--- config.mk ---
export PLATFORM = sky130hd
export DESIGN_NAME = key_sequence_matcher
export DESIGN_NICKNAME = d
export VERILOG_FILES = /design/src/ksm_pkg.sv /design/src/ksm_front.sv /design/src/ksm_back.sv /design/src/key_sequence_matcher.sv
export SDC_FILE = /design/constraint.sdc
export NUM_CORES = 2
export LEC_CHECK = 0
export BUFFER_PORTS_ARGS = -buffer_cell sky130_fd_sc_hd__buf_2
export CORE_ASPECT_RATIO = 2
export CORE_MARGIN = 4
export CORE_UTILIZATION = 53
export CTS_BUF_LIST = sky130_fd_sc_hd__clkbuf_2
export CTS_CLUSTER_DIAMETER = 120
export DETAILED_ROUTE_END_ITERATION = 8
export PLACE_DENSITY = 0.69
export SETUP_SLACK_MARGIN = 0.2
export SLEW_MARGIN = 30
export SYNTH_ARGS = -nofsm -noshare
export SYNTH_HDL_FRONTEND = slang
export SYNTH_HIERARCHICAL = 1
export SYNTH_SLANG_ARGS = --single-unit
--- constraint.sdc ---
create_clock -name clk -period 3.5 [get_ports clk]
set_input_delay 0.7 -clock clk [delete_from_list [all_inputs] [get_ports clk]]
set_output_delay 0.7 -clock clk [all_outputs]
set_load 0.1 [all_outputs]
--- src/ksm_pkg.sv ---
// Shared types and codes for the key sequence matcher.
// Holds command, status and operation codes, the queued operation record and
// the state type of the execution unit. No dependencies.
`default_nettype none

package ksm_pkg;

  // Input command codes
  localparam logic [1:0] CMD_WRITE_BYTE = 2'd0;
  localparam logic [1:0] CMD_SET_ENTRY  = 2'd1;
  localparam logic [1:0] CMD_KEY_BYTE   = 2'd2;
  localparam logic [1:0] CMD_TIMEOUT    = 2'd3;

  // Result status codes
  localparam logic [1:0] STATUS_MATCHED = 2'd0;
  localparam logic [1:0] STATUS_UNKNOWN = 2'd1;
  localparam logic [1:0] STATUS_TIMEOUT = 2'd2;

  typedef enum logic [1:0] {
    OP_WRITE_BYTE,
    OP_SET_ENTRY,
    OP_KEY_BYTE,
    OP_TIMEOUT
  } op_kind_t;

  // One classified item as it travels from the front queue to the back end
  typedef struct packed {
    op_kind_t    kind;
    logic [3:0]  entry;
    logic [2:0]  position;
    logic [7:0]  value;
    logic [3:0]  plen;      // already limited to the maximum pattern length
    logic [7:0]  code;
    logic        enable;    // entry is live after a set-entry operation
  } ksm_op_t;

  typedef enum logic [1:0] {
    BS_IDLE,
    BS_SCAN,
    BS_DRAIN,
    BS_FINISH
  } back_state_t;

endpackage

`default_nettype wire

--- src/ksm_front.sv ---
// Front end of the key sequence matcher: accepts items, classifies them and
// holds them in a two-deep queue for the back end. Depends on ksm_pkg.
`default_nettype none

module ksm_front
  import ksm_pkg::*;
#(
  parameter int MAX_LEN = 8,
  parameter int ENTRIES = 16
) (
  input  wire logic       clk,
  input  wire logic       rst,
  input  wire logic       in_valid,
  output logic            in_ready,
  input  wire logic [1:0] cmd,
  input  wire logic [3:0] entry,
  input  wire logic [2:0] position,
  input  wire logic [7:0] value,
  input  wire logic [3:0] pattern_len,
  input  wire logic [7:0] entry_code,
  output logic            op_valid,
  input  wire logic       op_ready,
  output ksm_op_t         op
);

  ksm_op_t    q [2];
  logic       wr_ptr;
  logic       rd_ptr;
  logic [1:0] count;

  ksm_op_t    cls;
  logic       keep;
  logic       push;
  logic       pop;
  logic       entry_ok;
  logic       pos_ok;

  always_comb begin
    entry_ok = 32'(entry) < ENTRIES;
    pos_ok   = 32'(position) < MAX_LEN;

    cls.entry    = entry;
    cls.position = position;
    cls.value    = value;
    cls.code     = entry_code;
    // limit the pattern length to the buffer depth
    if (32'(pattern_len) > MAX_LEN) begin
      cls.plen = 4'(MAX_LEN);
    end else begin
      cls.plen = pattern_len;
    end
    cls.enable = (cls.plen != 4'd0) && (entry_code != 8'd0);

    case (cmd)
      CMD_WRITE_BYTE: begin
        cls.kind = OP_WRITE_BYTE;
        keep     = entry_ok && pos_ok;
      end
      CMD_SET_ENTRY: begin
        cls.kind = OP_SET_ENTRY;
        keep     = entry_ok;
      end
      CMD_KEY_BYTE: begin
        cls.kind = OP_KEY_BYTE;
        keep     = 1'b1;
      end
      CMD_TIMEOUT: begin
        cls.kind = OP_TIMEOUT;
        keep     = 1'b1;
      end
      default: begin
        cls.kind = OP_TIMEOUT;
        keep     = 1'b1;
      end
    endcase
  end

  assign in_ready = (count != 2'd2);
  assign op_valid = (count != 2'd0);
  assign op       = q[rd_ptr];
  // drop out-of-range load items here; they change nothing
  assign push     = in_valid && in_ready && keep;
  assign pop      = op_valid && op_ready;

  always_ff @(posedge clk) begin
    if (push) begin
      q[wr_ptr] <= cls;
    end
  end

  always_ff @(posedge clk) begin
    if (rst) begin
      wr_ptr <= 1'b0;
      rd_ptr <= 1'b0;
      count  <= 2'd0;
    end else begin
      if (push) begin
        wr_ptr <= ~wr_ptr;
      end
      if (pop) begin
        rd_ptr <= ~rd_ptr;
      end
      case ({push, pop})
        2'b10:   count <= count + 2'd1;
        2'b01:   count <= count - 2'd1;
        default: count <= count;
      endcase
    end
  end

  assert property (@(posedge clk) disable iff (rst) count <= 2'd2)
    else $error("front queue count out of range");

  assert property (@(posedge clk) disable iff (rst)
                   (push && !pop) |=> (count != 2'd0))
    else $error("pushed item lost from front queue");

  assert property (@(posedge clk) disable iff (rst)
                   (count == 2'd2) |-> (wr_ptr == rd_ptr))
    else $error("full queue pointers disagree");

endmodule

`default_nettype wire

--- src/ksm_back.sv ---
// Back end of the key sequence matcher: pattern table memories, sequence
// buffer, entry-by-entry scan and the output register. Depends on ksm_pkg.
`default_nettype none

module ksm_back
  import ksm_pkg::*;
#(
  parameter int MAX_LEN = 8,
  parameter int ENTRIES = 16
) (
  input  wire logic       clk,
  input  wire logic       rst,
  input  wire logic       op_valid,
  output logic            op_ready,
  input  wire ksm_op_t    op,
  output logic            out_valid,
  input  wire logic       out_ready,
  output logic [1:0]      status,
  output logic [7:0]      key_code
);

  localparam int EW  = (ENTRIES > 1) ? $clog2(ENTRIES) : 1;
  localparam int SLW = $clog2(MAX_LEN + 1);
  localparam int PW  = $clog2(MAX_LEN);

  // table storage
  logic [MAX_LEN-1:0][7:0] pat_mem  [ENTRIES];
  logic [SLW-1:0]          len_mem  [ENTRIES];
  logic [7:0]              code_mem [ENTRIES];
  logic [ENTRIES-1:0]      entry_vld;

  // sequence buffer
  logic [7:0]     seq_buf [MAX_LEN];
  logic [SLW-1:0] seq_len;

  // scan pipeline
  back_state_t             state;
  back_state_t             state_next;
  logic [EW-1:0]           rd_idx;
  logic [MAX_LEN-1:0][7:0] rd_row;
  logic [SLW-1:0]          rd_len;
  logic [7:0]              rd_code;
  logic                    rd_vld;
  logic                    cmp_valid;
  logic                    hit_found;
  logic [7:0]              hit_code;
  logic                    prefix_found;

  logic           slot_free;
  logic           emit;
  logic [1:0]     emit_status;
  logic [7:0]     emit_code;
  logic           do_write;
  logic           do_set;
  logic           do_append;
  logic           row_eq;
  logic           exact;
  logic           prefix;
  logic [EW-1:0]  wr_idx;

  assign slot_free = !out_valid || out_ready;
  assign wr_idx    = EW'(op.entry);

  always_comb begin
    row_eq = 1'b1;
    for (int i = 0; i < MAX_LEN; i++) begin
      if ((SLW'(i) < seq_len) && (rd_row[i] != seq_buf[i])) begin
        row_eq = 1'b0;
      end
    end
    exact  = rd_vld && row_eq && (rd_len == seq_len);
    prefix = rd_vld && row_eq && (rd_len > seq_len);
  end

  always_comb begin
    state_next  = state;
    op_ready    = 1'b0;
    emit        = 1'b0;
    emit_status = STATUS_UNKNOWN;
    emit_code   = 8'd0;
    do_write    = 1'b0;
    do_set      = 1'b0;
    do_append   = 1'b0;
    case (state)
      BS_IDLE: begin
        if (op_valid) begin
          case (op.kind)
            OP_WRITE_BYTE: begin
              op_ready = 1'b1;
              do_write = 1'b1;
            end
            OP_SET_ENTRY: begin
              op_ready = 1'b1;
              do_set   = 1'b1;
            end
            OP_TIMEOUT: begin
              if (slot_free) begin
                op_ready    = 1'b1;
                emit        = 1'b1;
                emit_status = STATUS_TIMEOUT;
              end
            end
            OP_KEY_BYTE: begin
              if (seq_len >= SLW'(MAX_LEN)) begin
                // buffer already full: report unknown
                if (slot_free) begin
                  op_ready    = 1'b1;
                  emit        = 1'b1;
                  emit_status = STATUS_UNKNOWN;
                end
              end else begin
                op_ready   = 1'b1;
                do_append  = 1'b1;
                state_next = BS_SCAN;
              end
            end
            default: begin
              op_ready = 1'b1;
            end
          endcase
        end
      end
      BS_SCAN: begin
        if (rd_idx == EW'(ENTRIES - 1)) begin
          state_next = BS_DRAIN;
        end
      end
      BS_DRAIN: begin
        state_next = BS_FINISH;
      end
      BS_FINISH: begin
        if (hit_found) begin
          if (slot_free) begin
            emit        = 1'b1;
            emit_status = STATUS_MATCHED;
            emit_code   = hit_code;
            state_next  = BS_IDLE;
          end
        end else if (!prefix_found) begin
          if (slot_free) begin
            emit        = 1'b1;
            emit_status = STATUS_UNKNOWN;
            state_next  = BS_IDLE;
          end
        end else begin
          // still a live prefix: wait for more bytes
          state_next = BS_IDLE;
        end
      end
      default: begin
        state_next = BS_IDLE;
      end
    endcase
  end

  // table memories and registered reads
  always_ff @(posedge clk) begin
    if (do_write) begin
      pat_mem[wr_idx][PW'(op.position)] <= op.value;
    end
    if (do_set) begin
      len_mem[wr_idx]  <= SLW'(op.plen);
      code_mem[wr_idx] <= op.code;
    end
    rd_row  <= pat_mem[rd_idx];
    rd_len  <= len_mem[rd_idx];
    rd_code <= code_mem[rd_idx];
    rd_vld  <= entry_vld[rd_idx];
    if (do_append) begin
      seq_buf[seq_len[PW-1:0]] <= op.value;
    end
    if (emit) begin
      status   <= emit_status;
      key_code <= emit_code;
    end
  end

  always_ff @(posedge clk) begin
    if (rst) begin
      state        <= BS_IDLE;
      entry_vld    <= '0;
      seq_len      <= '0;
      rd_idx       <= '0;
      cmp_valid    <= 1'b0;
      hit_found    <= 1'b0;
      hit_code     <= 8'd0;
      prefix_found <= 1'b0;
      out_valid    <= 1'b0;
    end else begin
      state     <= state_next;
      cmp_valid <= (state == BS_SCAN);
      if (do_set) begin
        entry_vld[wr_idx] <= op.enable;
      end
      if (do_append) begin
        seq_len      <= seq_len + SLW'(1);
        rd_idx       <= '0;
        hit_found    <= 1'b0;
        prefix_found <= 1'b0;
      end else if (state == BS_SCAN) begin
        rd_idx <= rd_idx + EW'(1);
      end
      if (cmp_valid) begin
        // lowest entry wins: keep the first exact hit
        if (exact && !hit_found) begin
          hit_found <= 1'b1;
          hit_code  <= rd_code;
        end
        if (prefix) begin
          prefix_found <= 1'b1;
        end
      end
      if (emit) begin
        seq_len   <= '0;
        out_valid <= 1'b1;
      end else if (out_ready) begin
        out_valid <= 1'b0;
      end
    end
  end

  assert property (@(posedge clk) disable iff (rst) seq_len <= SLW'(MAX_LEN))
    else $error("sequence length beyond buffer depth");

  assert property (@(posedge clk) disable iff (rst) emit |=> (seq_len == '0))
    else $error("buffer not cleared after a result");

  assert property (@(posedge clk) disable iff (rst)
                   (state == BS_DRAIN) |-> ($past(state) == BS_SCAN))
    else $error("drain entered without a scan");

  assert property (@(posedge clk) disable iff (rst)
                   (out_valid && (status != STATUS_MATCHED)) |-> (key_code == 8'd0))
    else $error("key code set on a non-match result");

endmodule

`default_nettype wire

--- src/key_sequence_matcher.sv ---
// Key sequence matcher top level: front classifier queue and back end.
// Depends on ksm_pkg, ksm_front and ksm_back.
//
// Usage: one input channel (in_valid/in_ready) carries load items that fill
// the pattern table, key bytes and timeouts. One output channel
// (out_valid/out_ready) carries status and key_code results.
// Load items and out-of-range loads give no result; a timeout always gives
// one; a key byte gives a match, an unknown, or nothing while the buffer is
// still a prefix of some live entry.
// A load passes through the queue and then the table write.
// A key byte scans one table entry per cycle through the pattern memory
// read port before its result is registered; a timeout or a full-buffer
// byte reports its result without a scan.
// The back end takes no new item until the scan of a key byte is done.
// The two-deep queue keeps taking items, up to two, while the back end works.
// Reset clears the queue, the entry valid flags and the sequence length;
// pattern contents stay undefined until written.
// If the receiver stalls, the result is held in the output register and
// the back end waits before it produces another result.
`default_nettype none

module key_sequence_matcher
  import ksm_pkg::*;
#(
  parameter int MAX_LEN = 8,
  parameter int ENTRIES = 16
) (
  input  wire logic       clk,
  input  wire logic       rst,
  input  wire logic       in_valid,
  output logic            in_ready,
  input  wire logic [1:0] cmd,
  input  wire logic [3:0] entry,
  input  wire logic [2:0] position,
  input  wire logic [7:0] value,
  input  wire logic [3:0] pattern_len,
  input  wire logic [7:0] entry_code,
  output logic            out_valid,
  input  wire logic       out_ready,
  output logic [1:0]      status,
  output logic [7:0]      key_code
);

  logic    op_valid;
  logic    op_ready;
  ksm_op_t op;

  ksm_front #(
    .MAX_LEN (MAX_LEN),
    .ENTRIES (ENTRIES)
  ) u_front (
    .clk         (clk),
    .rst         (rst),
    .in_valid    (in_valid),
    .in_ready    (in_ready),
    .cmd         (cmd),
    .entry       (entry),
    .position    (position),
    .value       (value),
    .pattern_len (pattern_len),
    .entry_code  (entry_code),
    .op_valid    (op_valid),
    .op_ready    (op_ready),
    .op          (op)
  );

  ksm_back #(
    .MAX_LEN (MAX_LEN),
    .ENTRIES (ENTRIES)
  ) u_back (
    .clk       (clk),
    .rst       (rst),
    .op_valid  (op_valid),
    .op_ready  (op_ready),
    .op        (op),
    .out_valid (out_valid),
    .out_ready (out_ready),
    .status    (status),
    .key_code  (key_code)
  );

endmodule

`default_nettype wire
==> flow_summary.toml <==
[timing]
finalHoldViolCount = 0
maxSlewViolCount = 0
finalSetupViolCount = 0
tns_ns = 0
fmax_mhz = 310
worstMarginPinSlew_ns = 1.03
period_needed_ns = 3.22
clock_skew_ns = 0.120
finalCritPeriodShare_pct = 92.1
rsz0062_at_grt = "true"
slew_headroom_pct = 31.6

[status]
status = "finished, final reports clean"

[routing]
post-route-drc-count = 0
vias = 26700
drt_iter0_markers = 2119
wirelength_um = 128000
via_per_inst = 5.91
avgRoutedWirePerCell_um = 28.4
drtPass1Iterations = 5
detail-route-antenna-nets = 0

[placed_design]
dp.cells = 3934
io_buffers = 44
place_hpwl_um = 80500
placed_area_um2 = 58200
gp_congestion = 0.844

[logic_synthesis]
synth-edff-count = 1350
yosys_warnings = 6
ys.flop_type = "edfxtp_1"
syn_nets = 2526
synth_common_cells = "edfxtp_1, mux4_2, nor2_1, dfxtp_1, clkbuf_1"
yosys.cell_types.count = 48
syn_inst = 2481
synth.top_cell.area_share_pct = 73.5
yosys-top-cells-area = "edfxtp_1, mux4_2, dfxtp_1, nor2_1, xor2_1"
syn_avg_cell_area_um2 = 22.2
yosysMostFrequentCell = "edfxtp_1"
netlist_area_um2 = 55100
synthArstFlopShare_pct = 0
synth_largest_area_cell = "edfxtp_1"
yosysSeqAreaShare_pct = 77.9
ys_ff_latch = 1470

[power]
p_leak_uw = 0.0195
power_uw = 38500
p_int_uw = 27500
p_clk_share_pct = 24.9
comb_power_share_pct = 19.2
p_sw_uw = 11000
seq_power_share_pct = 55.9
swShare_pct = 28.6
pwr_density_cell_nw_per_um2 = 625
vdd_drop_max_mv = 0.662

[cells_and_area]
area_growth_pct = 11.5
final_cell_area_um2 = 61500
final_nets = 2995
post-route-util_pct = 59.4
final_cells = 4516
drive_above_1_share_pct = 35.4

[worst_setup_path]
cp-end-kind = "register"
critical_path_buf_inv_count = 1
required_ns = 4.67
path_cells = "mux2_2 -> nor4b_1 -> buf_4 -> nand2_1 -> nor2_1"
critPathTopFamily = "simple AND/OR/NAND/NOR gates"
path_max_fanout = 16
crit_arrival_ns = 4.39
r2r_slack_ns = 0.28
cp-start-kind = "register"
r2r_cells = 5
cpPeakStageDelay_ns = 0.80
r2r_end = "u_back/pat_mem[1][28]"
slowest_stage = "nor2_1"
crit_type = "reg -> reg"

[global_route]
grt_max_degree = 102
grt_pass1_vias = 28800
overflow = 0
antenna_found_initial = 3
grt_pass1_wl_um = 190000
grt_usage_pct = 23.7

[cts]
clkLatencyLatePin_ns = 1.58
cts-htree-levels = 5
clkTransAtPathRegs_ns = 0.12
cts.path.max_buffers = 4
root_buffer = "clkbuf_2"
clock_sinks = 1470
tritoncts = "yes"
cts_inserted_buffers = 299
post-cts-setup-buffer-count = 0

[hold_path]
hold_start = "rst"
hold_class = "in -> reg"
hold_path_end = "u_back/cmp_valid"
min_path_cells = 3

[die]
die_w_um = 236
fp.dieArea_um2 = 110000
num_rows = 167
die_h_um = 464
core_um2 = 103000
start_util_pct = 53.3
io_pins = 45

[flow_run]
cap_violations = 0
-- flip-flops by register name, indices dropped and copies added, names as in the netlist, 2 cells and up, named ones only --
register          flops
u_back/rd_row        64
u_front/count         2
u_front/q            60
u_back/rd_len         4
u_back/entry_vld     16
u_back/hit_code       8
u_back/rd_code        8
u_back/key_code       8
u_back/rd_idx         4
u_back/status         2
u_back/pat_mem     1024
u_back/seq_buf       64
u_back/state          2
u_back/len_mem       64
u_back/code_mem     128
u_back/seq_len        4
-- routing by layer --
layer  global-route usage, %  share of wire, %  vias to the layer above
li1                        -                 -                    11300
met1                    26.4                33                    14000
met2                    44.2                57                     1100
met3                    4.13               5.3                      293
met4                    10.9               5.0                        0
met5                       0                 0                        -
-- cell usage in the layout (no fill, tap or decap), types with 5 or more instances in the layout --
master / Yosys / final
a21oi_1: 24 / 24
and2_1: 8 / 8
nor3_1: 13 / 13
clkinv_2: 0 / 15
nand4_1: 13 / 13
o21ai_0: 20 / 20
mux4_2: 385 / 385
inv_2: 1 / 5
nand2_1: 45 / 44
clkinv_1: 0 / 60
mux2_4: 0 / 6
buf_4: 1 / 167
diode_2: 0 / 11
ha_1: 12 / 12
mux2_2: 30 / 22
xor2_1: 43 / 43
nor2_1: 165 / 150
mux2i_1: 10 / 10
xnor2_1: 28 / 28
nand2b_1: 20 / 19
dfxtp_1: 120 / 116
edfxtp_1: 1350 / 1350
inv_1: 8 / 8
nor4_1: 12 / 11
dlygate4sd3_1: 0 / 67
nor2_2: 0 / 15
buf_12: 0 / 17
clkbuf_2: 0 / 421
nand3_1: 10 / 10
nor2b_1: 12 / 12
buf_2: 35 / 40
-- power groups by stage --
stage | Combinational, uW | Sequential (uW) | Clock, uW
after detailed placement | 7440 | 21900 | 0
after CTS | 7520 | 21500 | 9860
after floorplan | 4490 | 21900 | 0
after global placement | 7230 | 21900 | 0
after global routing | 7880 | 21500 | 10800
final | 7390 | 21500 | 9570
-- how the worst max path moves through the flow --
stage	slack [ns]	startpoint	depth (start not counted)	to
after global routing	0.006	register	5	u_back/pat_mem[3][31]
after detailed placement	0.32	register	5	u_back/pat_mem[0][4]
after global placement	0.43	register	5	u_back/pat_mem[8][2]
final	0.28	register	5	u_back/pat_mem[1][28]
after floorplan	0.72	register	7	u_back/pat_mem[15][56]
after CTS	0.18	u_front/count[0]	2	in_ready
-- repair_timing --
item / CTS / global route
setup endpoints to repair: 4 / 135
resized for setup: 6 / 15
endpoints found under the hold margin: 141 / 0
hold buffers: 67 / 0
-- worst min-delay path: stages --
cell and delay, ns:
dlygate4sd3_1 0.54, buf_2 0.28, nor2b_1 0.16
-- stage by stage --
stage / setup slack (ns) / hold WS [ns]
2_1_floorplan: 0.715 / 0.434
6_report: 0.278 / 0.188
3_3_place_gp: 0.435 / 0.448
4_1_cts: 0.177 / 0.0575
3_5_place_dp: 0.316 / 0.449
5_1_grt: 0.00608 / 0.200
-- logic make-up after synthesis --
logic type      after synthesis  share of synthesized area (%)
buf+inv                     133                           1.01
compound gates               60                          0.651
simple gates                310                           2.56
fa+ha+maj                    12                          0.272
mux                         425                           16.5
flops                      1470                           77.9
xor+xnor                     71                           1.13
-- final cells by class --
class | instances | area (um2)
sequential | 1470 | 43000
clock inverter | 83 | 435
tap | 1352 | 1690
timing repair buffer | 292 | 2480
inverter | 9 | 33.8
fill | 7400 | 41900
clock buffer | 421 | 2110
antenna | 11 | 27.5
multi-input combinational | 878 | 11800
No activity file was read; power rests on OpenSTA's default activity.
